--- src/hw/rtl/pps_pkg.sv ---
// Shared field widths, record layout and controller/datapath command and status types.
package pps_pkg;

  localparam int ID_W    = 8;
  localparam int ARR_W   = 16;
  localparam int BURST_W = 16;
  localparam int PRIO_W  = 8;
  localparam int RES_W   = 21;

  typedef struct packed {
    logic [ID_W-1:0]    id;
    logic [ARR_W-1:0]   arrival;
    logic [BURST_W-1:0] burst;
    logic [PRIO_W-1:0]  prio;
  } rec_t;

  typedef struct packed {
    logic load;
    logic start;
    logic scan_init;
    logic scan_issue;
    logic jump;
    logic update;
    logic out_init;
    logic out_read;
    logic out_load;
    logic out_next;
    logic clear;
  } cmd_t;

  typedef struct packed {
    logic scan_last;
    logic sel_valid;
    logic have_next;
    logic final_finish;
    logic out_last;
  } sts_t;

endpackage

--- src/hw/rtl/pps_in_if.sv ---
// Input channel carrying one process record per transaction.
interface pps_in_if;
  logic                         valid;
  logic                         ready;
  logic [pps_pkg::ID_W-1:0]     proc_id;
  logic [pps_pkg::ARR_W-1:0]    arrival;
  logic [pps_pkg::BURST_W-1:0]  burst;
  logic [pps_pkg::PRIO_W-1:0]   prio;
  logic                         last_proc;

  modport source (output valid, proc_id, arrival, burst, prio, last_proc, input ready);
  modport sink   (input valid, proc_id, arrival, burst, prio, last_proc, output ready);
endinterface

--- src/hw/rtl/pps_out_if.sv ---
// Output channel carrying one per-process result record per transaction.
interface pps_out_if;
  logic                        valid;
  logic                        ready;
  logic [pps_pkg::ID_W-1:0]    out_proc_id;
  logic [pps_pkg::RES_W-1:0]   completion_time;
  logic [pps_pkg::RES_W-1:0]   turnaround;
  logic [pps_pkg::RES_W-1:0]   waiting;
  logic                        last_result;

  modport source (output valid, out_proc_id, completion_time, turnaround, waiting,
                  last_result, input ready);
  modport sink   (input valid, out_proc_id, completion_time, turnaround, waiting,
                  last_result, output ready);
endinterface

--- src/hw/rtl/preemptive_priority_schedule_top.sv ---
// Top level of the preemptive priority scheduler: controller, datapath and assertions.
//
//   channel   role   transaction carries
//   -------   ----   -----------------------------------------------------------
//   procs     sink   proc_id, arrival, burst, prio, last_proc
//   results   source out_proc_id, completion_time, turnaround, waiting, last_result
//
// Loading accepts one record per cycle. The transaction flagged last_proc starts the
// schedule; procs.ready stays low until the last result of the set has been taken.
// The schedule advances by segments that end at an arrival or a completion. Each
// segment is one scan of the n loaded records through the record RAM read port plus
// an update step when a process runs. Each result then passes the read, load and
// wait states, plus any stall on results.ready. Reset is synchronous and clears the
// load count, the done flags and the controller; the RAMs need no clearing pass.
module preemptive_priority_schedule_top #(
  parameter int MAX_PROCS = 16
) (
  input  logic       clk,
  input  logic       rst,
  pps_in_if.sink     procs,
  pps_out_if.source  results
);
  pps_pkg::cmd_t cmd;
  pps_pkg::sts_t sts;

  // The controller sequences the schedule; it sees only status from the datapath.
  pps_ctrl u_ctrl (
    .clk       (clk),
    .rst       (rst),
    .in_valid  (procs.valid),
    .in_last   (procs.last_proc),
    .in_ready  (procs.ready),
    .out_valid (results.valid),
    .out_ready (results.ready),
    .sts       (sts),
    .cmd       (cmd)
  );

  // The datapath holds the tables and does the selection and time arithmetic.
  pps_datapath #(.MAX_PROCS(MAX_PROCS)) u_dp (
    .clk            (clk),
    .rst            (rst),
    .cmd            (cmd),
    .sts            (sts),
    .in_proc_id     (procs.proc_id),
    .in_arrival     (procs.arrival),
    .in_burst       (procs.burst),
    .in_prio        (procs.prio),
    .res_proc_id    (results.out_proc_id),
    .res_completion (results.completion_time),
    .res_turnaround (results.turnaround),
    .res_waiting    (results.waiting),
    .res_last       (results.last_result)
  );

`ifndef ASSERT_OFF
  // Loading and result delivery never overlap.
  a_no_load_during_results: assert property (@(posedge clk) disable iff (rst)
    !(results.valid && procs.ready))
    else $error("input ready while a result is pending");

  // Time only jumps forward when some unfinished process has yet to arrive.
  a_jump_has_target: assert property (@(posedge clk) disable iff (rst)
    cmd.jump |-> sts.have_next)
    else $error("idle jump without a pending arrival");

  // After the final result transaction the block is ready for a new set.
  a_ready_after_last: assert property (@(posedge clk) disable iff (rst)
    (results.valid && results.ready && results.last_result) |=> procs.ready)
    else $error("not ready for a new set after the last result");
`endif
endmodule

--- src/hw/rtl/pps_ram.sv ---
// Generic single-write, single-read RAM with registered read data.
module pps_ram #(
  parameter int WIDTH = 8,
  parameter int DEPTH = 16,
  localparam int AW = (DEPTH > 1) ? $clog2(DEPTH) : 1
) (
  input  logic             clk,
  input  logic             we,
  input  logic [AW-1:0]    waddr,
  input  logic [WIDTH-1:0] wdata,
  input  logic [AW-1:0]    raddr,
  output logic [WIDTH-1:0] rdata
);
  logic [WIDTH-1:0] mem [DEPTH];

  always_ff @(posedge clk) begin
    if (we) begin
      mem[waddr] <= wdata;
    end
    rdata <= mem[raddr];
  end
endmodule

--- src/hw/rtl/pps_datapath.sv ---
// Scheduler datapath: record tables, selection scan, time keeping and result formatting.
module pps_datapath #(
  parameter int MAX_PROCS = 16
) (
  input  logic                         clk,
  input  logic                         rst,
  input  pps_pkg::cmd_t                cmd,
  output pps_pkg::sts_t                sts,
  input  logic [pps_pkg::ID_W-1:0]     in_proc_id,
  input  logic [pps_pkg::ARR_W-1:0]    in_arrival,
  input  logic [pps_pkg::BURST_W-1:0]  in_burst,
  input  logic [pps_pkg::PRIO_W-1:0]   in_prio,
  output logic [pps_pkg::ID_W-1:0]     res_proc_id,
  output logic [pps_pkg::RES_W-1:0]    res_completion,
  output logic [pps_pkg::RES_W-1:0]    res_turnaround,
  output logic [pps_pkg::RES_W-1:0]    res_waiting,
  output logic                         res_last
);
  localparam int IDX_W    = (MAX_PROCS > 1) ? $clog2(MAX_PROCS) : 1;
  localparam int CNT_W    = $clog2(MAX_PROCS + 1);
  localparam int TIME_RAW = $clog2((MAX_PROCS + 1) * (2 ** pps_pkg::ARR_W));
  localparam int TIME_W   = (TIME_RAW > pps_pkg::RES_W) ? TIME_RAW : pps_pkg::RES_W;
  localparam int REC_W    = $bits(pps_pkg::rec_t);

  logic [CNT_W-1:0]             loaded_count;
  logic [CNT_W-1:0]             n_procs;
  logic [CNT_W-1:0]             left;
  logic [TIME_W-1:0]            sim_time;
  logic [MAX_PROCS-1:0]         done_flags;
  logic [IDX_W-1:0]             scan_idx;
  logic                         cmp_valid;
  logic [IDX_W-1:0]             cmp_idx;
  logic                         sel_valid;
  logic [IDX_W-1:0]             sel_idx;
  logic [pps_pkg::PRIO_W-1:0]   sel_prio;
  logic [pps_pkg::ARR_W-1:0]    sel_arr;
  logic                         have_next;
  logic [pps_pkg::ARR_W-1:0]    next_arr;
  logic [IDX_W-1:0]             out_idx;

  logic                         full;
  logic                         wr_rec;
  logic [CNT_W-1:0]             n_load;
  logic [CNT_W-1:0]             n_m1;
  logic [pps_pkg::BURST_W-1:0]  burst_fix;
  pps_pkg::rec_t                rec_wr;
  pps_pkg::rec_t                rec_rd;
  logic [REC_W-1:0]             rec_rd_bits;
  logic [IDX_W-1:0]             rec_raddr;
  logic [pps_pkg::BURST_W-1:0]  rem_rd;
  logic [pps_pkg::BURST_W-1:0]  rem_wdata;
  logic [IDX_W-1:0]             rem_waddr;
  logic                         rem_we;
  logic [TIME_W-1:0]            fin_rd;

  logic                         arrived;
  logic                         better;
  logic [TIME_W-1:0]            gap;
  logic                         cut;
  logic [pps_pkg::BURST_W-1:0]  run;
  logic [pps_pkg::BURST_W-1:0]  rem_new;
  logic                         finish;
  logic [TIME_W-1:0]            time_after;
  logic [TIME_W-1:0]            tat;
  logic [TIME_W-1:0]            wt;

  assign full      = (loaded_count == CNT_W'(MAX_PROCS));
  assign wr_rec    = cmd.load && !full;
  assign n_load    = full ? loaded_count : loaded_count + CNT_W'(1);
  assign n_m1      = n_procs - CNT_W'(1);
  assign burst_fix = (in_burst == '0) ? pps_pkg::BURST_W'(1) : in_burst;

  always_comb begin
    rec_wr.id      = in_proc_id;
    rec_wr.arrival = in_arrival;
    rec_wr.burst   = burst_fix;
    rec_wr.prio    = in_prio;
  end

  assign rec_raddr = cmd.out_read ? out_idx : scan_idx;
  assign rec_rd    = pps_pkg::rec_t'(rec_rd_bits);

  pps_ram #(.WIDTH(REC_W), .DEPTH(MAX_PROCS)) u_rec_ram (
    .clk   (clk),
    .we    (wr_rec),
    .waddr (loaded_count[IDX_W-1:0]),
    .wdata (rec_wr),
    .raddr (rec_raddr),
    .rdata (rec_rd_bits)
  );

  assign rem_we    = wr_rec || cmd.update;
  assign rem_waddr = cmd.load ? loaded_count[IDX_W-1:0] : sel_idx;
  assign rem_wdata = cmd.load ? burst_fix : rem_new;

  pps_ram #(.WIDTH(pps_pkg::BURST_W), .DEPTH(MAX_PROCS)) u_rem_ram (
    .clk   (clk),
    .we    (rem_we),
    .waddr (rem_waddr),
    .wdata (rem_wdata),
    .raddr (sel_idx),
    .rdata (rem_rd)
  );

  pps_ram #(.WIDTH(TIME_W), .DEPTH(MAX_PROCS)) u_fin_ram (
    .clk   (clk),
    .we    (cmd.update && finish),
    .waddr (sel_idx),
    .wdata (time_after),
    .raddr (out_idx),
    .rdata (fin_rd)
  );

  // Candidate compare for the entry whose record arrives this cycle.
  assign arrived = (TIME_W'(rec_rd.arrival) <= sim_time);
  assign better  = !sel_valid || (rec_rd.prio < sel_prio) ||
                   ((rec_rd.prio == sel_prio) && (rec_rd.arrival < sel_arr));

  // Run length: to completion, or until the next arrival if that comes first.
  assign gap        = TIME_W'(next_arr) - sim_time;
  assign cut        = have_next && (gap < TIME_W'(rem_rd));
  assign run        = cut ? gap[pps_pkg::BURST_W-1:0] : rem_rd;
  assign rem_new    = rem_rd - run;
  assign finish     = !cut;
  assign time_after = sim_time + TIME_W'(run);

  assign tat = fin_rd - TIME_W'(rec_rd.arrival);
  assign wt  = tat - TIME_W'(rec_rd.burst);

  always_ff @(posedge clk) begin
    if (rst) begin
      loaded_count <= '0;
      left         <= '0;
      sim_time     <= '0;
      done_flags   <= '0;
      cmp_valid    <= 1'b0;
      sel_valid    <= 1'b0;
      have_next    <= 1'b0;
    end else begin
      cmp_valid <= cmd.scan_issue;
      if (cmd.clear) begin
        loaded_count <= '0;
        done_flags   <= '0;
      end else if (wr_rec) begin
        loaded_count <= loaded_count + CNT_W'(1);
      end
      if (cmd.start) begin
        left     <= n_load;
        sim_time <= '0;
      end else if (cmd.jump) begin
        sim_time <= TIME_W'(next_arr);
      end else if (cmd.update) begin
        sim_time <= time_after;
        if (finish) begin
          left                <= left - CNT_W'(1);
          done_flags[sel_idx] <= 1'b1;
        end
      end
      if (cmd.scan_init) begin
        sel_valid <= 1'b0;
        have_next <= 1'b0;
      end else if (cmp_valid && !done_flags[cmp_idx]) begin
        if (arrived) begin
          if (better) begin
            sel_valid <= 1'b1;
          end
        end else if (!have_next || (rec_rd.arrival < next_arr)) begin
          have_next <= 1'b1;
        end
      end
    end
  end

  always_ff @(posedge clk) begin
    cmp_idx <= scan_idx;
    if (cmd.start) begin
      n_procs <= n_load;
    end
    if (cmd.scan_init) begin
      scan_idx <= '0;
    end else if (cmd.scan_issue) begin
      scan_idx <= scan_idx + IDX_W'(1);
    end
    if (!cmd.scan_init && cmp_valid && !done_flags[cmp_idx]) begin
      if (arrived) begin
        if (better) begin
          sel_idx  <= cmp_idx;
          sel_prio <= rec_rd.prio;
          sel_arr  <= rec_rd.arrival;
        end
      end else if (!have_next || (rec_rd.arrival < next_arr)) begin
        next_arr <= rec_rd.arrival;
      end
    end
    if (cmd.out_init) begin
      out_idx <= '0;
    end else if (cmd.out_next) begin
      out_idx <= out_idx + IDX_W'(1);
    end
    if (cmd.out_load) begin
      res_proc_id    <= rec_rd.id;
      res_completion <= fin_rd[pps_pkg::RES_W-1:0];
      res_turnaround <= tat[pps_pkg::RES_W-1:0];
      res_waiting    <= wt[pps_pkg::RES_W-1:0];
      res_last       <= (out_idx == n_m1[IDX_W-1:0]);
    end
  end

  always_comb begin
    sts.scan_last    = (scan_idx == n_m1[IDX_W-1:0]);
    sts.sel_valid    = sel_valid;
    sts.have_next    = have_next;
    sts.final_finish = finish && (left == CNT_W'(1));
    sts.out_last     = (out_idx == n_m1[IDX_W-1:0]);
  end
endmodule

--- src/hw/rtl/pps_ctrl.sv ---
// Scheduler controller: load, scan, decide, update and result sequencing.
module pps_ctrl (
  input  logic           clk,
  input  logic           rst,
  input  logic           in_valid,
  input  logic           in_last,
  output logic           in_ready,
  output logic           out_valid,
  input  logic           out_ready,
  input  pps_pkg::sts_t  sts,
  output pps_pkg::cmd_t  cmd
);
  localparam logic [2:0] S_IDLE     = 3'd0;
  localparam logic [2:0] S_SCAN     = 3'd1;
  localparam logic [2:0] S_SCAN_END = 3'd2;
  localparam logic [2:0] S_DECIDE   = 3'd3;
  localparam logic [2:0] S_UPDATE   = 3'd4;
  localparam logic [2:0] S_OUT_RD   = 3'd5;
  localparam logic [2:0] S_OUT_LD   = 3'd6;
  localparam logic [2:0] S_OUT_WAIT = 3'd7;

  logic [2:0] state;
  logic [2:0] state_next;

  always_ff @(posedge clk) begin
    if (rst) begin
      state <= S_IDLE;
    end else begin
      state <= state_next;
    end
  end

  always_comb begin
    state_next = state;
    cmd        = '0;
    in_ready   = 1'b0;
    out_valid  = 1'b0;
    case (state)
      S_IDLE: begin
        in_ready = 1'b1;
        if (in_valid) begin
          cmd.load = 1'b1;
          if (in_last) begin
            cmd.start     = 1'b1;
            cmd.scan_init = 1'b1;
            state_next    = S_SCAN;
          end
        end
      end
      S_SCAN: begin
        cmd.scan_issue = 1'b1;
        if (sts.scan_last) begin
          state_next = S_SCAN_END;
        end
      end
      S_SCAN_END: begin
        state_next = S_DECIDE;
      end
      S_DECIDE: begin
        if (sts.sel_valid) begin
          state_next = S_UPDATE;
        end else begin
          cmd.jump      = 1'b1;
          cmd.scan_init = 1'b1;
          state_next    = S_SCAN;
        end
      end
      S_UPDATE: begin
        cmd.update = 1'b1;
        if (sts.final_finish) begin
          cmd.out_init = 1'b1;
          state_next   = S_OUT_RD;
        end else begin
          cmd.scan_init = 1'b1;
          state_next    = S_SCAN;
        end
      end
      S_OUT_RD: begin
        cmd.out_read = 1'b1;
        state_next   = S_OUT_LD;
      end
      S_OUT_LD: begin
        cmd.out_load = 1'b1;
        state_next   = S_OUT_WAIT;
      end
      S_OUT_WAIT: begin
        out_valid = 1'b1;
        if (out_ready) begin
          if (sts.out_last) begin
            cmd.clear  = 1'b1;
            state_next = S_IDLE;
          end else begin
            cmd.out_next = 1'b1;
            state_next   = S_OUT_RD;
          end
        end
      end
      default: begin
        state_next = S_IDLE;
      end
    endcase
  end
endmodule
--- src/flat_wrapper.sv ---
// flat-port wrapper written by rule: the top's interface ports become plain ports
module preemptive_priority_schedule_top_flat 
#(
  parameter int MAX_PROCS = 16
)
  (clk, rst, procs_valid, procs_proc_id, procs_arrival, procs_burst, procs_prio, procs_last_proc, procs_ready, results_valid, results_out_proc_id, results_completion_time, results_turnaround, results_waiting, results_last_result, results_ready);
  pps_in_if procs_i ();
  pps_out_if results_i ();
  input  logic clk;
  input  logic rst;
  input wire logic [$bits(procs_i.valid)-1:0] procs_valid;
  input wire logic [$bits(procs_i.proc_id)-1:0] procs_proc_id;
  input wire logic [$bits(procs_i.arrival)-1:0] procs_arrival;
  input wire logic [$bits(procs_i.burst)-1:0] procs_burst;
  input wire logic [$bits(procs_i.prio)-1:0] procs_prio;
  input wire logic [$bits(procs_i.last_proc)-1:0] procs_last_proc;
  output wire logic [$bits(procs_i.ready)-1:0] procs_ready;
  output wire logic [$bits(results_i.valid)-1:0] results_valid;
  output wire logic [$bits(results_i.out_proc_id)-1:0] results_out_proc_id;
  output wire logic [$bits(results_i.completion_time)-1:0] results_completion_time;
  output wire logic [$bits(results_i.turnaround)-1:0] results_turnaround;
  output wire logic [$bits(results_i.waiting)-1:0] results_waiting;
  output wire logic [$bits(results_i.last_result)-1:0] results_last_result;
  input wire logic [$bits(results_i.ready)-1:0] results_ready;
  assign procs_i.valid = procs_valid;
  assign procs_i.proc_id = procs_proc_id;
  assign procs_i.arrival = procs_arrival;
  assign procs_i.burst = procs_burst;
  assign procs_i.prio = procs_prio;
  assign procs_i.last_proc = procs_last_proc;
  assign procs_ready = procs_i.ready;
  assign results_valid = results_i.valid;
  assign results_out_proc_id = results_i.out_proc_id;
  assign results_completion_time = results_i.completion_time;
  assign results_turnaround = results_i.turnaround;
  assign results_waiting = results_i.waiting;
  assign results_last_result = results_i.last_result;
  assign results_i.ready = results_ready;
  preemptive_priority_schedule_top #(.MAX_PROCS(MAX_PROCS)) u_core (.clk(clk), .rst(rst), .procs(procs_i), .results(results_i));
endmodule
--- config.mk ---
export PLATFORM = sky130hd
export DESIGN_NAME = preemptive_priority_schedule_top_flat
export DESIGN_NICKNAME = d
export VERILOG_FILES = /design/src/hw/rtl/pps_pkg.sv /design/src/hw/rtl/pps_in_if.sv /design/src/hw/rtl/pps_out_if.sv /design/src/hw/rtl/preemptive_priority_schedule_top.sv /design/src/hw/rtl/pps_ram.sv /design/src/hw/rtl/pps_datapath.sv /design/src/hw/rtl/pps_ctrl.sv /design/src/flat_wrapper.sv
export SDC_FILE = /design/constraint.sdc
export NUM_CORES = 2
export LEC_CHECK = 0
export BUFFER_PORTS_ARGS = -buffer_cell sky130_fd_sc_hd__buf_2
export CORE_ASPECT_RATIO = 0.6
export CORE_MARGIN = 2
export CORE_UTILIZATION = 60
export DETAILED_ROUTE_END_ITERATION = 8
export PLACE_DENSITY = 0.88
export SETUP_SLACK_MARGIN = 0.1
export SYNTH_ARGS = -nofsm -noshare
export SYNTH_HDL_FRONTEND = slang
export SYNTH_SLANG_ARGS = --single-unit
--- constraint.sdc ---
create_clock -name clk -period 8.8 [get_ports clk]
set_input_delay 0.44 -clock clk [delete_from_list [all_inputs] [get_ports clk]]
set_output_delay 0.44 -clock clk [all_outputs]
set_load 0.02 [all_outputs]
Word level (Yosys, flattened, before mapping)
Memory sizes are Yosys's and may differ from the RTL's. A register that Yosys moved wholly into a read port is not among the register bits. Index checks and enable logic that the tools add are counted.

Add/subtract/negate cells: 10. Eq/ne operators: 18. Bitwise gates (word level): 2. Magnitude comparators: 8. Shifts and indexed selects: 0. Reductions and logical operators: 33. Multipliers: 0. Divide/modulo/power cells: 0. Mux-type cells: 54.

Operators with widths (count): two-way mux 16 bit (11); subtractor 21 x 16 -> 21 bit (2); < comparator 16 bit (2); two-way mux 5 bit (5); two-way mux 3 bit (8); one-hot mux 3 bit (8 select lines) (1); adder 21 x 16 -> 21 bit (1); less-or-equal comparator 16 x 21 -> 1 bit (1); < comparator 21 x 16 -> 1 bit (1); subtractor 16 x 21 -> 21 bit (1); two-way mux 1 bit (19); logical NOT 16 bit (1); bitwise OR 16 bit (1); subtractor 16 bit (1); AND reduction 3 bit (5); equality test 3 bit, second input constant (4); < comparator 4 x 5 -> 1 bit, second input constant (2); two-way mux 2 bit (5); logical AND 1 bit (9); adder 4 x 1 -> 4 bit, second input constant (2); equality test 4 bit (2); equality test 8 bit (1); < comparator 8 bit (1); two-way mux 4 bit (2); other kinds (21) (37).

Input port bits: 53. Memories: 3. ROM bits: 0. Bits in latches: 0. Memory bits (writable): 1360. Word-level logic and storage cells: 150. Flip-flop bits (word level): 185.

Memories: u_core.u_dp.u_rec_ram.mem (words 16, width 48, rd ports 1, clocked after Yosys merged registers in 1, wr ports 1, line pps_ram.sv:14) `logic [WIDTH-1:0] mem [DEPTH];`; u_core.u_dp.u_fin_ram.mem (words 16, width 21, rd ports 1, clocked after Yosys merged registers in 1, wr ports 1, line pps_ram.sv:14); u_core.u_dp.u_rem_ram.mem (words 16, width 16, rd ports 1, clocked after Yosys merged registers in 1, wr ports 1, line pps_ram.sv:14).

Longest topological paths before layout
Word-level depth: 12. Depth in mapped cells: 33. Mapped depth without buffers: 32.

Modules after synthesis
A second synthesis with hierarchy kept.

Cells, all modules: 3621. Area total of the unflattened synthesis: 66269.8 sq um.

Modules (own cells, without submodules): pps_ram at u_core.u_dp.u_rec_ram (cells an instance 1242, instances 1, seq. area each 24023.0 sq um, area each 29691.0 sq um); pps_ram at u_core.u_dp.u_fin_ram (cells an instance 557, instances 1, seq. area each 10510.1 sq um, area each 13277.7 sq um); pps_datapath (cells an instance 1345, instances 1, seq. area each 4844.6 sq um, area each 12901.1 sq um); pps_ram at u_core.u_dp.u_rem_ram (cells an instance 432, instances 1, seq. area each 8007.7 sq um, area each 10043.4 sq um); pps_ctrl (cells an instance 45, instances 1, seq. area each 60.1 sq um, area each 356.6 sq um).

Worst setup path before layout
OpenSTA, ideal clock, no wires.

Path type: flip-flop to flip-flop. Start: reg u_core.u_dp.next_arr[2] (netlist bit). End: mem u_core.u_dp.u_fin_ram.mem[0][20] (netlist bit), data pin. Setup slack: 1350 ps. Library setup time: 289 ps. Arrival time: 7161 ps. Buffers on the path: 1. Period minus slack after synthesis: 7450 ps. Stages on the path, launching flop included: 29. Cell sequence: edfxtp_1 > ha_1 > nor2b_1 > o31a_1 > o21a_1 > o21a_1 > o2111ai_1 > nand2_1 > a21oi_1 > xnor2_1 > ha_1 > nand4_1 > or4_1 > o221a_2 > and3_1 > nor2_1 > nor3_4 > buf_2 > mux2i_1 > ha_1 > fa_1 > a21o_1 > a21oi_1 > o21bai_1 > a2111oi_0 > o311ai_0 > a41oi_1 > nor3_1 > xor2_1.

Longest elaborated chain between the ends: 5.

RTL lines: start, declared (line pps_datapath.sv:38) `logic [pps_pkg::ARR_W-1:0] next_arr;`; start signal, assigned (line pps_datapath.sv:192) `next_arr <= rec_rd.arrival;`; subtractor 16 x 21 -> 21 bit (*) (line pps_datapath.sv:120) `assign gap = TIME_W'(next_arr) - sim_time;`; < comparator 21 x 16 -> 1 bit (line pps_datapath.sv:121) `assign cut = have_next && (gap < TIME_W'(rem_rd));`; logical AND 1 bit (line pps_datapath.sv:121); two-way mux 16 bit (*) (line pps_datapath.sv:122) `assign run = cut ? gap[pps_pkg::BURST_W-1:0] : rem_rd;`; adder 21 x 16 -> 21 bit (*) (line pps_datapath.sv:125) `assign time_after = sim_time + TIME_W'(run);`; via u_core.u_dp.time_after[20] (line pps_datapath.sv:63) `logic [TIME_W-1:0] time_after;`; end, declared (line pps_ram.sv:14).

Mark *: on every way through the listed nets, which the timed path passes. The rest lies on a longest branch.

Worst setup path after layout
Start: reg u_core.u_dp.sim_time[2]. End: mem u_core.u_dp.u_fin_ram.mem[9][18] (netlist bit), data pin.

Longest elaborated chain between the ends: 5.

RTL lines: start, declared (line pps_datapath.sv:28) `logic [TIME_W-1:0] sim_time;`; start signal, assigned (line pps_datapath.sv:151) `sim_time <= TIME_W'(next_arr);`; start signal, assigned (line pps_datapath.sv:153) `sim_time <= time_after;`; subtractor 16 x 21 -> 21 bit (line pps_datapath.sv:120); < comparator 21 x 16 -> 1 bit (line pps_datapath.sv:121); logical AND 1 bit (line pps_datapath.sv:121); two-way mux 16 bit (line pps_datapath.sv:122); adder 21 x 16 -> 21 bit (*) (line pps_datapath.sv:125); via u_core.u_dp.time_after[18] (line pps_datapath.sv:63).

Marks and branches as above.

==> results.md <==
* Slew Limit Headroom at 0.00940
* First-pass GRT wire length at 267,000 µm
* Largest net degree at the start of global routing at 135
* Cell count after synthesis at 3,627
* Launch point of the worst reg-to-reg path: u_core.u_dp.sim_time[2]$_SDFFE_PP0P_
* 1st-pass router iterations at 9
* XOR/XNOR share of the synthesized area at 0.0137
* Die Width at 433 µm
* Number of synthesized flops with an enable pin at 1,480
* Final ANT Viol Nets at 0
* RSZ-0062 raised after global routing: false
* Mux cell area share after synthesis at 0.134
* Rows at 94
* Share of layout cells above drive strength 1 at 0.224
* DR vias at 38,000
* Critical Path RT at 9290 ps
* Main combinational cell family by area after synthesis: multiplexers
* Via density at 6.97
* Hpwl dp at 101,000 µm
* Post-layout minimum cycle time at 8160 ps
* Final WL at 187,000 µm
* Routed WL per cell at 34.3 µm
* Syn nets at 3,843
* Critical Path Max Stage Delay at 560 ps
* Worst setup EP type: register
* Root Driver: clkbuf_16
* Period utilization at 0.927
* DP Area at 69,100 µm²
* Number of antenna violations at the first check in global routing at 25
* Worst min path class: in -> reg
* Final WS setup at 642 ps
* Clock sinks at 1,630
* Yosys Warn Count at 0
* Endpoints failing setup at 0
* Gpl congestion at 0.973
* Die span in y at 262 µm
* DRC Markers at 0
* Most common cell after layout, fill and taps aside: edfxtp_1
* Core outline area at 110,000 µm²
* Startpoint types: register
* Fraction of registers with async set/reset at 0
* Synth Area in Adders at 0.0313
* Critical path peak fanout at 16
* Status: finished with violations
* Failing checks: capacitance limit
* Grt ovf at 0
* Clock buffer depth at 3
* Final #Nets at 4,056
* Mapped Area at 66,300 µm²
* Synth Area per Inst at 18.3 µm²
* Initial DRC Count at 6,552
* Worst Tran Pin Value at 1480 ps
* Non-Filler Instances at 5,455
* Leak at 24.8 nW
* Flop-to-flop setup slack at 640 ps
* TritonCTS Buffers at 139
* Crit path max-delay cell type: or4_1
* Worst-Skew Late Latency at 820 ps
* Layout area overhead at 11.7%
* PortBufs at 126
* Gr usage total at 0.334
* Clock Skew at 80.8 ps
* Dpl cells at 5,163
* Overall Power at 20.9 mW
* Top_reg_cell synth: edfxtp_1
* Vias in the first global route at 37,600
* Worst Setup EP: u_core.u_dp.u_fin_ram.mem[9][18]$_DFFE_PP_
* CTS tree: built
* Post-synthesis simple-gate area fraction at 0.0404
* F_max at 123 MHz
* Pwr dens at 282 nW/µm²
* #FFs+latches synth at 1,630
* Critical Path Start: u_core.u_dp.sim_time[2]$_SDFFE_PP0P_
* TNS Setup at 0 ps
* # H-tree levels at 4
* Fin. Hold Viols at 0
* Place WS at 433 ps
* Design Area, Final at 74,100 µm²
* Worst R2R Path Depth at 29
* I/O pin cnt at 127
* Clock slew at reported path FFs at 110 ps
* Arr. time, crit path at 8650 ps
* Max-cap violation count at 1
* Max-slew violation count at 0
* Register area share after synthesis at 0.715
* Most frequent cells in the layout: edfxtp_1 (1,480), mux4_2 (382), nand2_1 (190)
* R2r endpoint: u_core.u_dp.u_fin_ram.mem[9][18]$_DFFE_PP_
* Kind of critical path: reg -> reg
* Synth unique cells at 82
* Post CTS Setup Buffer Count at 0
* Cell mode on critical path: ha_1
* Peak supply drop at 0.232 mV
* Post-synthesis compound-gate area fraction at 0.0462
* Starting Density at 0.605
* Die ar. at 113,000 µm²
-- report_power, final --
| group | leakage, nW | switching, mW | total, mW | internal (mW) |
|---|---|---|---|---|
| clock | 2.31 | 2.99 | 6.51 | 3.52 |
| sequential | 14.6 | 0.391 | 9.56 | 9.17 |
| combinational | 7.94 | 2.86 | 4.80 | 1.94 |
-- final cells by class --
cell class              instances  area, µm²
multi-input cells            1675      17900
repair buffers                238       1560
well taps                    1488       1860
clock inverters                77        927
inverters                     156        586
clock buffers                 182       3800
diodes                          9       22.5
flip-flops and latches       1630      47500
fillers                      6514      35500
-- critical path, delay by kind of cell (launching register included) --
| family | cells | cell delay [ps] |
|---|---|---|
| and+or+nand+nor | 8 | 1630 |
| buffers and inverters | 2 | 300 |
| muxes | 1 | 210 |
| adders and majority gates | 4 | 1480 |
| AOI/OAI and AO/OA | 12 | 3180 |
| DFF | 1 | 380 |
| xor gates and xnor gates | 2 | 680 |
-- synthesized netlist by cell type (all sizes together), types with 6 or more instances --
cell type  number  area [µm²]
o21bai         10        75.1
or3             9        61.3
inv           156         586
nor3b           6        45.0
nor4           10        62.6
o211ai         10        75.1
nor2b          18         113
nand2b         20         125
ha            158        1980
clkbuf        115         432
buf            51         233
nand3          26         130
o21ai          43         215
a21o           31         233
a22oi          16         120
and2           70         438
nor2          118         443
mux2i          24         240
a32o           17         170
a31oi          62         418
xor2           35         307
nand2         190         713
nand4           9        56.3
a211oi         65         508
edfxtp       1480       44400
a21oi         101         505
xnor2          69         604
dfxtp         150        3000
nor3           43         231
and3           17         106
mux4          382        8600
o21a           27         203
-- state kept, by name, summed over array words and instances, names as in the netlist, 21 cells and up --
register / cells
u_core.u_dp.res_completion: 21
u_core.u_dp.res_turnaround: 21
u_core.u_dp.res_waiting: 21
u_core.u_dp.sim_time: 21
u_core.u_dp.u_fin_ram.mem: 336
u_core.u_dp.u_fin_ram.rdata: 21
u_core.u_dp.u_rec_ram.mem: 768
u_core.u_dp.u_rec_ram.rdata: 48
u_core.u_dp.u_rem_ram.mem: 256
-- kinds of logic after synthesis --
| logic type | count (synthesis) |
|---|---|
| AOI/OAI and AO/OA | 442 |
| xor gates and xnor gates | 104 |
| adders and majority gates | 163 |
| and+or+nand+nor | 556 |
| buffers and inverters | 322 |
| muxes | 410 |
| DFF | 1630 |
-- layer usage --
metal / share of wire / up-vias / GRT usage
li1: - / 14900 / -
met1: 0.35 / 19100 / 0.459
met2: 0.46 / 3397 / 0.512
met3: 0.13 / 563 / 0.0879
met4: 0.048 / 8 / 0.149
met5: 0.00028 / - / 0
-- what timing repair did --
action,in CTS,in global routing
gates resized for setup,0,6
endpoints found under the setup margin,0,97
hold buffers,24,0
hold endpoints to repair,290,0
-- worst min path at each step --
stage,start,endpoint,slack (ps),cells after the start
6_report,procs_arrival[13],u_core.u_dp.u_rec_ram.mem[3][37]$_DFFE_PP_,40,1
5_1_grt,procs_arrival[13],u_core.u_dp.u_rec_ram.mem[3][37]$_DFFE_PP_,40,1
4_1_cts,procs_arrival[5],u_core.u_dp.u_rec_ram.mem[2][29]$_DFFE_PP_,2,1
3_5_place_dp,u_core.u_dp.u_rec_ram.rdata[45]$_DFF_P_,u_core.u_dp.res_proc_id[5]$_DFFE_PP_,390,0
3_3_place_gp,u_core.u_dp.u_rec_ram.rdata[45]$_DFF_P_,u_core.u_dp.res_proc_id[5]$_DFFE_PP_,390,0
2_1_floorplan,u_core.u_dp.u_rec_ram.rdata[40]$_DFF_P_,u_core.u_dp.res_proc_id[0]$_DFFE_PP_,390,0
-- stage by stage --
step | hold slack [ps] | utilization
2_1_floorplan | 386 | -
3_3_place_gp | 389 | 0.630
3_5_place_dp | 391 | 0.630
4_1_cts | 2.39 | 0.675
5_1_grt | 35.7 | 0.676
6_report | 41.0 | 0.676
Note: power is estimated with default switching activity, not from simulation.
